==> src/sv/dyc_pkg.sv <==
package dyc_pkg;

  // field widths
  localparam int YEAR_W = 12;
  localparam int DOY_W  = 9;
  localparam int SEC_W  = 17;
  localparam int DAY_W  = 5;
  localparam int MON_W  = 4;
  localparam int YOUT_W = 13;
  localparam int HOUR_W = 5;
  localparam int MIN_W  = 6;

  // register stages ahead of the output register
  localparam int PIPE_DEPTH = 7;

  // internal widths
  localparam int JDN_W   = 22;
  localparam int CENT_W  = 6;
  localparam int ALPHA_W = 6;
  localparam int NUM_W   = 26;
  localparam int JC_W    = 14;
  localparam int T_W     = 10;
  localparam int JE_W    = 5;
  localparam int OFS_W   = 9;
  localparam int REM_W   = 12;

  // calendar constants
  localparam int JDN_BASE      = 1721424;
  localparam int GREG_YEAR     = 1583;
  localparam int GREG_JD       = 2299161;
  localparam int ALPHA_OFS     = 1867216;
  localparam int GREG_CYCLE    = 146097;
  localparam int DAYS_PER_YEAR = 365;
  localparam int JB_OFS        = 1524;
  localparam int JC_SCALE      = 20;
  localparam int JC_OFS        = 2442;
  localparam int JC_DIV        = 7305;
  localparam int YEAR_OFS      = 4715;
  localparam int MONTHS        = 12;
  localparam int CENT_DIV      = 100;
  localparam int SEC_MAX       = 86399;
  localparam int SEC_PER_HOUR  = 3600;
  localparam int SEC_PER_MIN   = 60;

  // reciprocal multipliers: floor(x / D) = (x * M) >> K for x < 2**N
  localparam int CT_N = YEAR_W;
  localparam int CT_K = CT_N + $clog2(CENT_DIV);
  localparam longint unsigned CT_M =
    ((64'd1 << CT_K) + 64'(CENT_DIV) - 64'd1) / 64'(CENT_DIV);

  localparam int AL_N = 23;
  localparam int AL_K = AL_N + $clog2(GREG_CYCLE);
  localparam longint unsigned AL_M =
    ((64'd1 << AL_K) + 64'(GREG_CYCLE) - 64'd1) / 64'(GREG_CYCLE);

  localparam int JC_N = NUM_W;
  localparam int JC_K = JC_N + $clog2(JC_DIV);
  localparam longint unsigned JC_M =
    ((64'd1 << JC_K) + 64'(JC_DIV) - 64'd1) / 64'(JC_DIV);

  localparam int HR_N = SEC_W;
  localparam int HR_K = HR_N + $clog2(SEC_PER_HOUR);
  localparam longint unsigned HR_M =
    ((64'd1 << HR_K) + 64'(SEC_PER_HOUR) - 64'd1) / 64'(SEC_PER_HOUR);

  localparam int MN_N = REM_W;
  localparam int MN_K = MN_N + $clog2(SEC_PER_MIN);
  localparam longint unsigned MN_M =
    ((64'd1 << MN_K) + 64'(SEC_PER_MIN) - 64'd1) / 64'(SEC_PER_MIN);

  // floor(30.6001 * k): days before month index k
  function automatic logic [OFS_W-1:0] month_offs(input logic [JE_W-1:0] k);
    logic [OFS_W-1:0] v;
    unique case (k)
      5'd1:    v = 9'd30;
      5'd2:    v = 9'd61;
      5'd3:    v = 9'd91;
      5'd4:    v = 9'd122;
      5'd5:    v = 9'd153;
      5'd6:    v = 9'd183;
      5'd7:    v = 9'd214;
      5'd8:    v = 9'd244;
      5'd9:    v = 9'd275;
      5'd10:   v = 9'd306;
      5'd11:   v = 9'd336;
      5'd12:   v = 9'd367;
      5'd13:   v = 9'd397;
      5'd14:   v = 9'd428;
      5'd15:   v = 9'd459;
      5'd16:   v = 9'd489;
      default: v = 9'd0;
    endcase
    return v;
  endfunction

  // ceil(30.6001 * k): smallest day count that reaches month index k
  function automatic logic [OFS_W-1:0] month_thr(input logic [JE_W-1:0] k);
    logic [OFS_W-1:0] v;
    unique case (k)
      5'd1:    v = 9'd31;
      5'd2:    v = 9'd62;
      5'd3:    v = 9'd92;
      5'd4:    v = 9'd123;
      5'd5:    v = 9'd154;
      5'd6:    v = 9'd184;
      5'd7:    v = 9'd215;
      5'd8:    v = 9'd245;
      5'd9:    v = 9'd276;
      5'd10:   v = 9'd307;
      5'd11:   v = 9'd337;
      5'd12:   v = 9'd368;
      5'd13:   v = 9'd398;
      5'd14:   v = 9'd429;
      5'd15:   v = 9'd460;
      5'd16:   v = 9'd490;
      default: v = 9'd0;
    endcase
    return v;
  endfunction

  // floor(t / 30.6001) by parallel threshold compares
  function automatic logic [JE_W-1:0] month_index(input logic [T_W-1:0] t);
    logic [JE_W-1:0] idx;
    idx = '0;
    for (int k = 1; k <= 16; k++) begin
      if (t >= T_W'(month_thr(JE_W'(k)))) idx = JE_W'(k);
    end
    return idx;
  endfunction

endpackage

==> src/sv/dyc_in_if.sv <==
interface dyc_in_if;
  import dyc_pkg::*;

  logic                valid;
  logic                ready;
  logic [YEAR_W-1:0]   start_year;
  logic [DOY_W-1:0]    day_in_year;
  logic [SEC_W-1:0]    second_in_day;

  modport source (output valid, output start_year, output day_in_year,
                  output second_in_day, input ready);
  modport sink (input valid, input start_year, input day_in_year,
                input second_in_day, output ready);
endinterface

==> src/sv/dyc_out_if.sv <==
interface dyc_out_if;
  import dyc_pkg::*;

  logic                valid;
  logic                ready;
  logic [DAY_W-1:0]    day_of_month;
  logic [MON_W-1:0]    month_number;
  logic [YOUT_W-1:0]   year_out;
  logic [HOUR_W-1:0]   hour_of_day;
  logic [MIN_W-1:0]    minute_of_hour;

  modport source (output valid, output day_of_month, output month_number,
                  output year_out, output hour_of_day, output minute_of_hour,
                  input ready);
  modport sink (input valid, input day_of_month, input month_number,
                input year_out, input hour_of_day, input minute_of_hour,
                output ready);
endinterface

==> src/sv/dyc_date_calc.sv <==
module dyc_date_calc (
  input  logic                          clk,
  input  logic [dyc_pkg::PIPE_DEPTH-1:0] stage_en,
  input  logic [dyc_pkg::YEAR_W-1:0]    start_year,
  input  logic [dyc_pkg::DOY_W-1:0]     day_in_year,
  output logic [dyc_pkg::DAY_W-1:0]     day_of_month,
  output logic [dyc_pkg::MON_W-1:0]     month_number,
  output logic [dyc_pkg::YOUT_W-1:0]    year_out
);
  import dyc_pkg::*;

  localparam int CT_PW = 2 * CT_N + 2;
  localparam int AL_PW = 2 * AL_N + 2;
  localparam int JC_PW = 2 * JC_N + 2;
  localparam int YD_W  = 23;

  // stage 1: clamp, year index, century product
  logic [YEAR_W-1:0] year_c, jy_nxt, jy_r;
  logic [DOY_W-1:0]  doy_c, doy_m1_r;
  logic              greg_r;
  logic [CT_PW-1:0]  cent_p_nxt, cent_p_r;

  assign year_c     = (start_year == '0) ? YEAR_W'(1) : start_year;
  assign doy_c      = (day_in_year == '0) ? DOY_W'(1) : day_in_year;
  assign jy_nxt     = year_c - YEAR_W'(1);
  assign cent_p_nxt = CT_PW'(jy_nxt) * CT_PW'(CT_M);

  always_ff @(posedge clk) begin
    if (stage_en[0]) begin
      jy_r     <= jy_nxt;
      greg_r   <= (year_c >= YEAR_W'(GREG_YEAR));
      doy_m1_r <= doy_c - DOY_W'(1);
      cent_p_r <= cent_p_nxt;
    end
  end

  // stage 2: julian day number of the requested day
  logic [CENT_W-1:0] cent;
  logic [YD_W-1:0]   yd;
  logic [JDN_W-1:0]  greg_adj, jul_nxt, jdn_r;

  assign cent     = cent_p_r[CT_K +: CENT_W];
  assign yd       = YD_W'(jy_r) * YD_W'(1461);
  assign greg_adj = greg_r ? (JDN_W'(2) + JDN_W'(cent >> 2) - JDN_W'(cent)) : '0;
  assign jul_nxt  = JDN_W'(yd >> 2) + JDN_W'(JDN_BASE) + JDN_W'(doy_m1_r) + greg_adj;

  always_ff @(posedge clk) begin
    if (stage_en[1]) jdn_r <= jul_nxt;
  end

  // stage 3: gregorian century correction product
  logic [JDN_W-1:0] jdn_ofs;
  logic [AL_N-1:0]  al_x;
  logic [AL_PW-1:0] alpha_p_nxt, alpha_p_r;
  logic [JDN_W-1:0] jdn3_r;
  logic             gj_r;

  assign jdn_ofs     = jdn_r - JDN_W'(ALPHA_OFS);
  assign al_x        = AL_N'({jdn_ofs, 2'b00} - (JDN_W + 2)'(1));
  assign alpha_p_nxt = AL_PW'(al_x) * AL_PW'(AL_M);

  always_ff @(posedge clk) begin
    if (stage_en[2]) begin
      alpha_p_r <= alpha_p_nxt;
      jdn3_r    <= jdn_r;
      gj_r      <= (jdn_r >= JDN_W'(GREG_JD));
    end
  end

  // stage 4: shifted day count and year estimate numerator
  logic [ALPHA_W-1:0] alpha;
  logic [JDN_W-1:0]   ja, jb_nxt, jb4_r;
  logic [NUM_W-1:0]   num_nxt, num_r;

  assign alpha   = alpha_p_r[AL_K +: ALPHA_W];
  assign ja      = jdn3_r + (gj_r ? (JDN_W'(1) + JDN_W'(alpha) - JDN_W'(alpha >> 2)) : '0);
  assign jb_nxt  = ja + JDN_W'(JB_OFS);
  assign num_nxt = NUM_W'(jb_nxt) * NUM_W'(JC_SCALE) - NUM_W'(JC_OFS);

  always_ff @(posedge clk) begin
    if (stage_en[3]) begin
      jb4_r <= jb_nxt;
      num_r <= num_nxt;
    end
  end

  // stage 5: year estimate product
  logic [JC_PW-1:0] jc_p_r;
  logic [JDN_W-1:0] jb5_r;

  always_ff @(posedge clk) begin
    if (stage_en[4]) begin
      jc_p_r <= JC_PW'(num_r) * JC_PW'(JC_M);
      jb5_r  <= jb4_r;
    end
  end

  // stage 6: days into the march-based year
  logic [JC_W-1:0]  jc, jc6_r;
  logic [JDN_W-1:0] jd, t_full;
  logic [T_W-1:0]   t6_r;

  assign jc     = jc_p_r[JC_K +: JC_W];
  assign jd     = JDN_W'(jc) * JDN_W'(DAYS_PER_YEAR) + JDN_W'(jc >> 2);
  assign t_full = jb5_r - jd;

  always_ff @(posedge clk) begin
    if (stage_en[5]) begin
      jc6_r <= jc;
      t6_r  <= t_full[T_W-1:0];
    end
  end

  // stage 7: month index
  logic [JE_W-1:0] je_r;
  logic [T_W-1:0]  t7_r;
  logic [JC_W-1:0] jc7_r;

  always_ff @(posedge clk) begin
    if (stage_en[6]) begin
      je_r  <= month_index(t6_r);
      t7_r  <= t6_r;
      jc7_r <= jc6_r;
    end
  end

  // final day, month and year with clamps
  logic signed [T_W:0]  dd;
  logic signed [JE_W:0] mo_raw, mo;
  logic signed [15:0]   yy_raw, yy;

  always_comb begin
    dd     = $signed({1'b0, t7_r}) - $signed({2'b00, month_offs(je_r)});
    mo_raw = $signed({1'b0, je_r}) - (JE_W + 1)'(1);
    mo     = (mo_raw > (JE_W + 1)'(MONTHS)) ? (mo_raw - (JE_W + 1)'(MONTHS)) : mo_raw;
    yy_raw = $signed({2'b00, jc7_r}) - 16'(YEAR_OFS)
             - ((mo > (JE_W + 1)'(2)) ? 16'sd1 : 16'sd0);
    yy     = (yy_raw < 16'sd1) ? 16'sd1 : yy_raw;
  end

  assign day_of_month = (dd < 0) ? '0 : dd[DAY_W-1:0];
  assign month_number = (mo < 0) ? '0 : mo[MON_W-1:0];
  assign year_out     = yy[YOUT_W-1:0];

endmodule

==> src/sv/dyc_clock_split.sv <==
module dyc_clock_split (
  input  logic                          clk,
  input  logic [dyc_pkg::PIPE_DEPTH-1:0] stage_en,
  input  logic [dyc_pkg::SEC_W-1:0]     second_in_day,
  output logic [dyc_pkg::HOUR_W-1:0]    hour_of_day,
  output logic [dyc_pkg::MIN_W-1:0]     minute_of_hour
);
  import dyc_pkg::*;

  localparam int HR_PW = 2 * HR_N + 2;
  localparam int MN_PW = 2 * MN_N + 2;

  // stage 1: saturate and hour product
  logic [SEC_W-1:0] sec_c, sec1_r;
  logic [HR_PW-1:0] hp_r;

  assign sec_c = (second_in_day > SEC_W'(SEC_MAX)) ? SEC_W'(SEC_MAX) : second_in_day;

  always_ff @(posedge clk) begin
    if (stage_en[0]) begin
      sec1_r <= sec_c;
      hp_r   <= HR_PW'(sec_c) * HR_PW'(HR_M);
    end
  end

  // stage 2: hour
  logic [HOUR_W-1:0] ho2_r;
  logic [SEC_W-1:0]  sec2_r;

  always_ff @(posedge clk) begin
    if (stage_en[1]) begin
      ho2_r  <= hp_r[HR_K +: HOUR_W];
      sec2_r <= sec1_r;
    end
  end

  // stage 3: seconds in whole hours
  logic [SEC_W-1:0]  hs_r, sec3_r;
  logic [HOUR_W-1:0] ho3_r;

  always_ff @(posedge clk) begin
    if (stage_en[2]) begin
      hs_r   <= SEC_W'(ho2_r) * SEC_W'(SEC_PER_HOUR);
      sec3_r <= sec2_r;
      ho3_r  <= ho2_r;
    end
  end

  // stage 4: remainder and minute product
  logic [SEC_W-1:0]  rem_full;
  logic [MN_N-1:0]   rem;
  logic [MN_PW-1:0]  mp_r;
  logic [HOUR_W-1:0] ho4_r;

  assign rem_full = sec3_r - hs_r;
  assign rem      = rem_full[MN_N-1:0];

  always_ff @(posedge clk) begin
    if (stage_en[3]) begin
      mp_r  <= MN_PW'(rem) * MN_PW'(MN_M);
      ho4_r <= ho3_r;
    end
  end

  // stages 5 to 7: minute, then delay to line up with the date path
  logic [HOUR_W-1:0] ho5_r, ho6_r, ho7_r;
  logic [MIN_W-1:0]  mi5_r, mi6_r, mi7_r;

  always_ff @(posedge clk) begin
    if (stage_en[4]) begin
      mi5_r <= mp_r[MN_K +: MIN_W];
      ho5_r <= ho4_r;
    end
    if (stage_en[5]) begin
      mi6_r <= mi5_r;
      ho6_r <= ho5_r;
    end
    if (stage_en[6]) begin
      mi7_r <= mi6_r;
      ho7_r <= ho6_r;
    end
  end

  assign hour_of_day    = ho7_r;
  assign minute_of_hour = mi7_r;

endmodule

==> src/sv/day_of_year_to_calendar_date_top.sv <==
// channel  | dir | payload                                              | handshake
// in_ch    | in  | start_year, day_in_year, second_in_day               | valid/ready
// out_ch   | out | day_of_month, month_number, year_out, hour, minute   | valid/ready
//
// one beat per cycle in and out while out_ch is not stalled; each input beat passes
// the seven register stages of the date path (three reciprocal multiplies) and then
// the output register.
// rst_n is synchronous, active low, and clears the stage valid bits and the output valid bit only.
// each stage holds while the one after it is full and stalled; empty stages fill,
// so bubbles close up and a stall drops or repeats no beat.
module day_of_year_to_calendar_date_top (
  input logic     clk,
  input logic     rst_n,
  dyc_in_if.sink    in_ch,
  dyc_out_if.source out_ch
);
  import dyc_pkg::*;

  logic [PIPE_DEPTH-1:0] vld_r;
  logic [PIPE_DEPTH:0]   stage_en;
  logic                  out_valid_r;

  logic [DAY_W-1:0]  day_nxt, day_r;
  logic [MON_W-1:0]  mon_nxt, mon_r;
  logic [YOUT_W-1:0] year_nxt, year_r;
  logic [HOUR_W-1:0] hour_nxt, hour_r;
  logic [MIN_W-1:0]  min_nxt, min_r;

  // stage enables: a stage loads when empty or when the next one loads
  always_comb begin
    stage_en[PIPE_DEPTH] = !out_valid_r || out_ch.ready;
    for (int s = PIPE_DEPTH - 1; s >= 0; s--) begin
      stage_en[s] = !vld_r[s] || stage_en[s+1];
    end
  end

  assign in_ch.ready = stage_en[0];

  // valid bits travel with the data
  always_ff @(posedge clk) begin
    if (!rst_n) begin
      vld_r       <= '0;
      out_valid_r <= 1'b0;
    end else begin
      if (stage_en[0]) vld_r[0] <= in_ch.valid;
      for (int s = 1; s < PIPE_DEPTH; s++) begin
        if (stage_en[s]) vld_r[s] <= vld_r[s-1];
      end
      if (stage_en[PIPE_DEPTH]) out_valid_r <= vld_r[PIPE_DEPTH-1];
    end
  end

  // date path
  dyc_date_calc u_date (
    .clk          (clk),
    .stage_en     (stage_en[PIPE_DEPTH-1:0]),
    .start_year   (in_ch.start_year),
    .day_in_year  (in_ch.day_in_year),
    .day_of_month (day_nxt),
    .month_number (mon_nxt),
    .year_out     (year_nxt)
  );

  // time of day path
  dyc_clock_split u_clock (
    .clk            (clk),
    .stage_en       (stage_en[PIPE_DEPTH-1:0]),
    .second_in_day  (in_ch.second_in_day),
    .hour_of_day    (hour_nxt),
    .minute_of_hour (min_nxt)
  );

  // output register
  always_ff @(posedge clk) begin
    if (stage_en[PIPE_DEPTH] && vld_r[PIPE_DEPTH-1]) begin
      day_r  <= day_nxt;
      mon_r  <= mon_nxt;
      year_r <= year_nxt;
      hour_r <= hour_nxt;
      min_r  <= min_nxt;
    end
  end

  assign out_ch.valid          = out_valid_r;
  assign out_ch.day_of_month   = day_r;
  assign out_ch.month_number   = mon_r;
  assign out_ch.year_out       = year_r;
  assign out_ch.hour_of_day    = hour_r;
  assign out_ch.minute_of_hour = min_r;

  // an accepted input beat lands in the first stage
  a_in_lands: assert property (@(posedge clk) disable iff (!rst_n)
    (in_ch.valid && in_ch.ready) |=> vld_r[0])
    else $error("accepted input beat missing from first stage");

  // a full last stage moves into the output register when it is free
  a_out_loads: assert property (@(posedge clk) disable iff (!rst_n)
    (vld_r[PIPE_DEPTH-1] && stage_en[PIPE_DEPTH]) |=> out_valid_r)
    else $error("last stage beat not moved to output");

  // a delivered date has a month in range and a nonzero day and year
  a_date_range: assert property (@(posedge clk) disable iff (!rst_n)
    out_valid_r |-> (mon_r >= MON_W'(1) && mon_r <= MON_W'(MONTHS) &&
                     day_r >= DAY_W'(1) && year_r >= YOUT_W'(1)))
    else $error("output date out of range");

  // a delivered time of day is in range
  a_time_range: assert property (@(posedge clk) disable iff (!rst_n)
    out_valid_r |-> (hour_r <= HOUR_W'(23) && min_r <= MIN_W'(59)))
    else $error("output time of day out of range");

endmodule
==> src/flat_wrapper.sv <==
// flat-port wrapper written by rule: the top's interface ports become plain ports
module day_of_year_to_calendar_date_top_flat import dyc_pkg::*;
  (clk, rst_n, in_ch_valid, in_ch_start_year, in_ch_day_in_year, in_ch_second_in_day, in_ch_ready, out_ch_valid, out_ch_day_of_month, out_ch_month_number, out_ch_year_out, out_ch_hour_of_day, out_ch_minute_of_hour, out_ch_ready);
  dyc_in_if in_ch_i ();
  dyc_out_if out_ch_i ();
  input logic clk;
  input logic rst_n;
  input wire logic [$bits(in_ch_i.valid)-1:0] in_ch_valid;
  input wire logic [$bits(in_ch_i.start_year)-1:0] in_ch_start_year;
  input wire logic [$bits(in_ch_i.day_in_year)-1:0] in_ch_day_in_year;
  input wire logic [$bits(in_ch_i.second_in_day)-1:0] in_ch_second_in_day;
  output wire logic [$bits(in_ch_i.ready)-1:0] in_ch_ready;
  output wire logic [$bits(out_ch_i.valid)-1:0] out_ch_valid;
  output wire logic [$bits(out_ch_i.day_of_month)-1:0] out_ch_day_of_month;
  output wire logic [$bits(out_ch_i.month_number)-1:0] out_ch_month_number;
  output wire logic [$bits(out_ch_i.year_out)-1:0] out_ch_year_out;
  output wire logic [$bits(out_ch_i.hour_of_day)-1:0] out_ch_hour_of_day;
  output wire logic [$bits(out_ch_i.minute_of_hour)-1:0] out_ch_minute_of_hour;
  input wire logic [$bits(out_ch_i.ready)-1:0] out_ch_ready;
  assign in_ch_i.valid = in_ch_valid;
  assign in_ch_i.start_year = in_ch_start_year;
  assign in_ch_i.day_in_year = in_ch_day_in_year;
  assign in_ch_i.second_in_day = in_ch_second_in_day;
  assign in_ch_ready = in_ch_i.ready;
  assign out_ch_valid = out_ch_i.valid;
  assign out_ch_day_of_month = out_ch_i.day_of_month;
  assign out_ch_month_number = out_ch_i.month_number;
  assign out_ch_year_out = out_ch_i.year_out;
  assign out_ch_hour_of_day = out_ch_i.hour_of_day;
  assign out_ch_minute_of_hour = out_ch_i.minute_of_hour;
  assign out_ch_i.ready = out_ch_ready;
  day_of_year_to_calendar_date_top u_core (.clk(clk), .rst_n(rst_n), .in_ch(in_ch_i), .out_ch(out_ch_i));
endmodule
==> config.mk <==
export PLATFORM = sky130hd
export DESIGN_NAME = day_of_year_to_calendar_date_top_flat
export DESIGN_NICKNAME = d
export VERILOG_FILES = /design/src/sv/dyc_pkg.sv /design/src/sv/dyc_in_if.sv /design/src/sv/dyc_out_if.sv /design/src/sv/dyc_date_calc.sv /design/src/sv/dyc_clock_split.sv /design/src/sv/day_of_year_to_calendar_date_top.sv /design/src/flat_wrapper.sv
export SDC_FILE = /design/constraint.sdc
export NUM_CORES = 2
export LEC_CHECK = 0
export BUFFER_PORTS_ARGS = -buffer_cell sky130_fd_sc_hd__buf_4
export CELL_PAD_IN_SITES_DETAIL_PLACEMENT = 1
export CELL_PAD_IN_SITES_GLOBAL_PLACEMENT = 1
export CORE_MARGIN = 2
export CORE_UTILIZATION = 41
export DETAILED_ROUTE_END_ITERATION = 6
export GPL_TIMING_DRIVEN = 0
export PLACE_DENSITY = 0.78
export SLEW_MARGIN = 15
export SYNTH_ARGS = -nofsm -noshare
export SYNTH_HDL_FRONTEND = slang
export SYNTH_HIERARCHICAL = 1
export SYNTH_SLANG_ARGS = --single-unit
==> constraint.sdc <==
create_clock -name clk -period 9.6 [get_ports clk]
set_clock_uncertainty 0.15 [all_clocks]
set_input_delay 0.48 -clock clk [delete_from_list [all_inputs] [get_ports clk]]
set_output_delay 0.48 -clock clk [all_outputs]
set_load 0.02 [all_outputs]
[Yosys cells after proc, flatten, opt, wreduce, memory -nomap -nowiden]
Memory sizes are Yosys's and may differ from the RTL's. A register that Yosys moved wholly into a read port is not among the register bits.
Cells that the tools add are included.
Operators by class
  multiplexer cells: 40
  eq/ne operators: 0
  $mul: 9
  order comparisons: 24
  div/mod/pow operators: 0
  add/subtract/negate cells: 22
  reductions and logical operators: 19
  shift-type cells: 0
  bitwise logic cells: 0
Operator list (count)
  10-bit by 9-bit >= comparator with 1-bit output: 16
  9-bit 2-to-1 mux: 17
  5-bit 2-to-1 mux: 16
  26-bit by 26-bit multiplier with 52-bit output (second input constant): 1
  23-bit by 24-bit multiplier with 47-bit output (second input constant): 1
  22-bit adder: 2
  22-bit 2-to-1 mux: 2
  17-bit by 18-bit multiplier with 34-bit output (second input constant): 1
  26-bit by 12-bit subtractor with 26-bit output (second input constant): 1
  12-bit by 13-bit multiplier with 25-bit output (second input constant): 1
  22-bit by 3-bit multiplier with 24-bit output (second input constant): 1
  12-bit by 11-bit multiplier with 23-bit output (second input constant): 1
  12-bit by 12-bit multiplier with 23-bit output (second input constant): 1
  23-bit by 1-bit subtractor with 23-bit output (second input constant): 1
  21-bit by 21-bit adder with 22-bit output (second input constant): 1
  22-bit by 11-bit adder with 22-bit output (second input constant): 1
  22-bit by 9-bit adder with 22-bit output: 1
  22-bit >= comparator (second input constant): 1
  21-bit subtractor (second input constant): 1
  17-bit > comparator (second input constant): 1
  17-bit 2-to-1 mux: 1
  16-bit by 2-bit < comparator with 1-bit output (second input constant): 1
  15-bit by 2-bit subtractor with 16-bit output: 1
  14-bit by 13-bit subtractor with 15-bit output (second input constant): 1
  other kinds (27): 42
Word-level totals
  latch bits: 0
  RAM bits: 0
  register bits: 480
  output and inout port bits: 35
  bits in read-only memories: 288
  memories kept: 1
Memory list
  (no name shown): words 32, width 9, read ports 1, clocked after memory_dff 1, wr ports 0, line dyc_pkg.sv:74  | unique case (k)

[Logic depth before layout (Yosys ltp)]
  depth in word-level cells: 22
  gate-level depth with buffers: 33
  mapped depth without buffers: 33

[By module]
The synthesis kept the hierarchy.
By module, submodules not included
  dyc_date_calc: cells each 3858, instances 1, area an instance 40273.6 µm²
  dyc_clock_split: cells each 761, instances 1, area an instance 9081.2 µm²
  day_of_year_to_calendar_date_top: cells each 68, instances 1, area an instance 1320.0 µm²

[Least setup slack after synthesis]
OpenSTA, ideal clock, no wires.
  path kind: reg2reg
  from: reg u_core.u_date.jdn_r[0]
  to: reg u_core.u_date.alpha_p_r[46], data pin
  required time: 9.182 ns
  data arrival time: 7.848 ns
  setup time: 0.268 ns
  path slack: 1.334 ns
  path buffers: 1
  cell stages (with the launch flop): 32
  clock period less this slack: 8.266 ns
  path through: edfxtp_1 > clkbuf_1 > inv_1 > ha_1 > nand2b_1 > nor2_1 > and2_1 > nand2_1 > nor2_1 > or3_1 > xnor2_1 > ha_1 > inv_1 > fa_1 > inv_1 > ha_1 > inv_1 > fa_1 > inv_1 > fa_1 > fa_1 > fa_1 > ha_1 > a21o_1 > a21o_1 > a221oi_1 > o21ai_0 > a31o_2 > a311o_1 > a21oi_1 > o41ai_1 > xnor3_1
Between the ends
  cells in the longest elaborated chain, start to end: 3
Ends and longest elaborated chain
  from (decl): line dyc_date_calc.sv:40  | logic [JDN_W-1:0] greg_adj, jul_nxt, jdn_r;
  from (signal assigned): line dyc_date_calc.sv:48  | if (stage_en[1]) jdn_r <= jul_nxt;
  21-bit subtractor: line dyc_date_calc.sv:58  | assign jdn_ofs = jdn_r - JDN_W'(ALPHA_OFS);
  23-bit by 1-bit subtractor with 23-bit output: line dyc_date_calc.sv:59  | assign al_x = AL_N'({jdn_ofs, 2'b00} - (JDN_W + 2)'(1));
  23-bit by 24-bit multiplier with 47-bit output: line dyc_date_calc.sv:60  | assign alpha_p_nxt = AL_PW'(al_x) * AL_PW'(AL_M);
  net u_core.u_date.alpha_p_nxt[46]: line dyc_date_calc.sv:54  | logic [AL_PW-1:0] alpha_p_nxt, alpha_p_r;
  to (signal assigned): line dyc_date_calc.sv:64  | alpha_p_r <= alpha_p_nxt;
  to (decl): line dyc_date_calc.sv:54
The timed path passes the listed nets, and every way through them passes these cells.
A chain may end at the register's enable or synchronous reset.

[Final worst setup path]
Same ends and word-level chain as after synthesis.

==> results.yml <==
synthesis:
  syn_area_mm2: 0.0507
  ys_warn_count: 6
  synth_top_area_cell: "fa_1"
  async_flop_share_pct: 0
  syn_inst: 4687
  syn_nets: 6483
  avgSynthCellArea_um2: 10.8
  ys_ff_latch: 337
  synth_top_area_share_pct: 26.8
  synth.top_cells.by_area: "fa_1 (27%), ha_1 (27%), edfxtp_1 (19%)"
  ys_types: 93
  synth-edff-count: 320
  ys_seq_area_share_pct: 19.6
  synth_ff_type: "edfxtp_1"
floorplan:
  initial_core_util_pct: 41.5
  rows: 128
  pin_count: 77
  die_height_um: 356
  core_area_mm2: 0.122
  die_w_um: 356
  fp.dieArea_mm2: 0.126
cts:
  clockRootBuffer: "clkbuf_16"
  clk_latency_ns: 0.57
  htreeDepth: 2
  numCtsBuffers: 38
  cts.clk_slew.worst_paths_ns: 0.06
  cts_tree: "done"
  cts.sinks: 337
  cts_buffer_depth: 3
routing:
  initialDrtViolationCount: 1352
  antenna_left: 0
  vias: 33300
  vias_per_cell: 5.14
  drcViolationCount: 0
  drt-total-wl_um: 120000
  avgRoutedWirePerCell_um: 18.6
  firstDrtPassIters: 5
setup_path:
  arrival_ns: 9.31
  required_ns: 9.76
  worstSetupPathType: "register to register"
  rrSetupSlack_ns: 0.45
  r2r_end: "u_core/u_date/alpha_p_r[46]$_DFFE_PP_"
  critPathCaptureType: "register"
  cp-startpoint: "u_core/u_date/jdn_r[0]$_DFFE_PP_"
  startpoint_type: "register"
  worstReg2RegStart: "u_core/u_date/jdn_r[0]$_DFFE_PP_"
  worst-path-max-fanout: 8
  ff2ff_path_depth: 27
min_path:
  hp-class: "input pin to register"
  hp-start: "in_ch_valid"
  worstHoldEndpoint: "u_core/vld_r[0]$_SDFFE_PN0P_"
  whs_path_depth: 3
final_layout:
  area_delta_synth_final_pct: 8.39
  fillers: 13500
  nets: 6613
  final_cell_mix: "inv_1 (1182), ha_1 (1072), fa_1 (679), edfxtp_1 (320), a21oi_1 (151)"
  postLayoutCoreUtil_pct: 45.0
  drive_above_1_share_pct: 4.91
  layout_commonest_cell: "inv_1"
  diodes: 0
global_routing:
  grt_max_degree: 40
  antenna_found_initial: 0
  grt_pass1_vias: 38400
  grt.total_usage_pct: 19.6
  grt_pass1_wl_um: 199000
  grt_overflow: 0
outcome:
  outcome: "finished clean"
placed_design:
  hpwl_um: 103000
  place_congestion: 0.864
  io_buffers: 75
timing:
  fmax_mhz: 109
  relSlewSlack_pct: 23.7
  rsz0062_at_grt: "no"
  slew_violations: 0
  hold_viol: 0
  min_period_ns: 9.15
  min_period_over_period_pct: 95.3
  tightestPinTransition_ns: 1.14
  tns_ns: 0
  finalSetupViolations: 0
run:
  drv.max_cap_violation_count: 0
-- worst max path at each step --
stage                                            endpoint  slack [ns]
CTS                 u_core/u_date/alpha_p_r[46]$_DFFE_PP_       0.004
floorplan           u_core/u_date/alpha_p_r[46]$_DFFE_PP_        1.33
global placement    u_core/u_date/alpha_p_r[46]$_DFFE_PP_       -0.56
finish              u_core/u_date/alpha_p_r[46]$_DFFE_PP_        0.45
global route        u_core/u_date/alpha_p_r[46]$_DFFE_PP_        0.03
detailed placement  u_core/u_date/alpha_p_r[46]$_DFFE_PP_       -0.66
-- synth_stat cells, drive strengths merged, types with 21 or more instances --
master and number:
a211oi 22, a21o 82, a21oi 154, edfxtp 320
fa 679, ha 1075, inv 1185, nand2 106
nand2b 30, nand3 64, nand4 21, nor2 139
nor2b 39, nor3 50, o21a 34, o21ai 87
xnor2 143, xor2 98
-- critical path, cell delays in order (launching register included) --
cell,delay [ns]
edfxtp_1,0.56
inv_1,0.25
ha_2,0.32
nand2b_1,0.10
nor2_1,0.16
and2_1,0.22
nand2_1,0.12
nor3_1,0.35
nand4_1,0.30
xnor2_4,0.39
ha_1,0.39
fa_1,0.49
fa_1,0.54
inv_1,0.07
fa_1,0.51
fa_1,0.52
fa_1,0.58
inv_1,0.06
fa_1,0.47
ha_1,0.33
a21o_1,0.18
a21oi_1,0.17
o21ai_0,0.19
a31o_2,0.32
a311o_1,0.38
a21oi_2,0.27
o41ai_2,0.14
xnor3_1,0.35
-- area by class of cell --
class	instances	area [um^2]	share of cell area (%)
Timing Repair Buffer	91	788	1.44
Inverter	1185	4450	8.10
Sequential cell	337	9950	18.1
Clock inverter	24	262	0.476
Clock buffer	43	990	1.80
Buffer	24	114	0.207
Multi-Input combinational cell	3140	36300	66.2
Tap cell	1625	2030	3.70
-- what timing repair did --
action                     CTS  global route
pin swaps                    0             2
hold buffers                 0             0
setup buffers                1             6
gates resized for setup      8            14
setup endpoints to repair    6             6
-- registers in the layout, summed over array words and instances, names as in the netlist, 13 cells and up, named ones only --
name	cells
u_core/u_date/jc6_r	14
u_core/u_date/jc_p_r	14
u_core/out_ch.year_out	13
u_core/u_date/jdn3_r	22
u_core/u_date/num_r	24
u_core/u_date/jdn_r	22
u_core/u_date/jc7_r	14
-- cells by family (layout without fill, tap and decap cells) --
| group | after synthesis | in the layout | synth area share [%] |
|---|---|---|---|
| compound gates | 560 | 560 | 7.64 |
| buf+inv | 1210 | 1367 | 9.01 |
| xor+xnor | 242 | 242 | 4.21 |
| flops | 337 | 337 | 19.6 |
| fa+ha+maj | 1754 | 1754 | 53.4 |
| simple gates | 566 | 566 | 5.73 |
| mux | 18 | 18 | 0.410 |
-- per-stage QoR --
step / area, um^2 / cells / hold slack, ns / worst slack (ns)
after floorplan: 50700 / 4687 / 0.250 / 1.33
after global placement: 53300 / 6387 / 0.250 / -0.564
after detailed placement: 53500 / 6396 / 0.256 / -0.663
after CTS: 54800 / 6464 / 0.0332 / 0.00351
after global routing: 54900 / 6469 / 0.0562 / 0.0345
final: 54900 / 6469 / 0.0465 / 0.454
-- per-layer routing --
layer | track usage (%) | wire length (um) | up-vias
li1 | - | - | 15700
met1 | 24.5 | 51700 | 17000
met2 | 36.4 | 63100 | 443
met3 | 1.62 | 2800 | 153
met4 | 4.26 | 2580 | 0
met5 | 0 | 0 | -
Power is not shown: default switching activity piles up to over one toggle a cycle in this logic, so the estimate is an artifact.
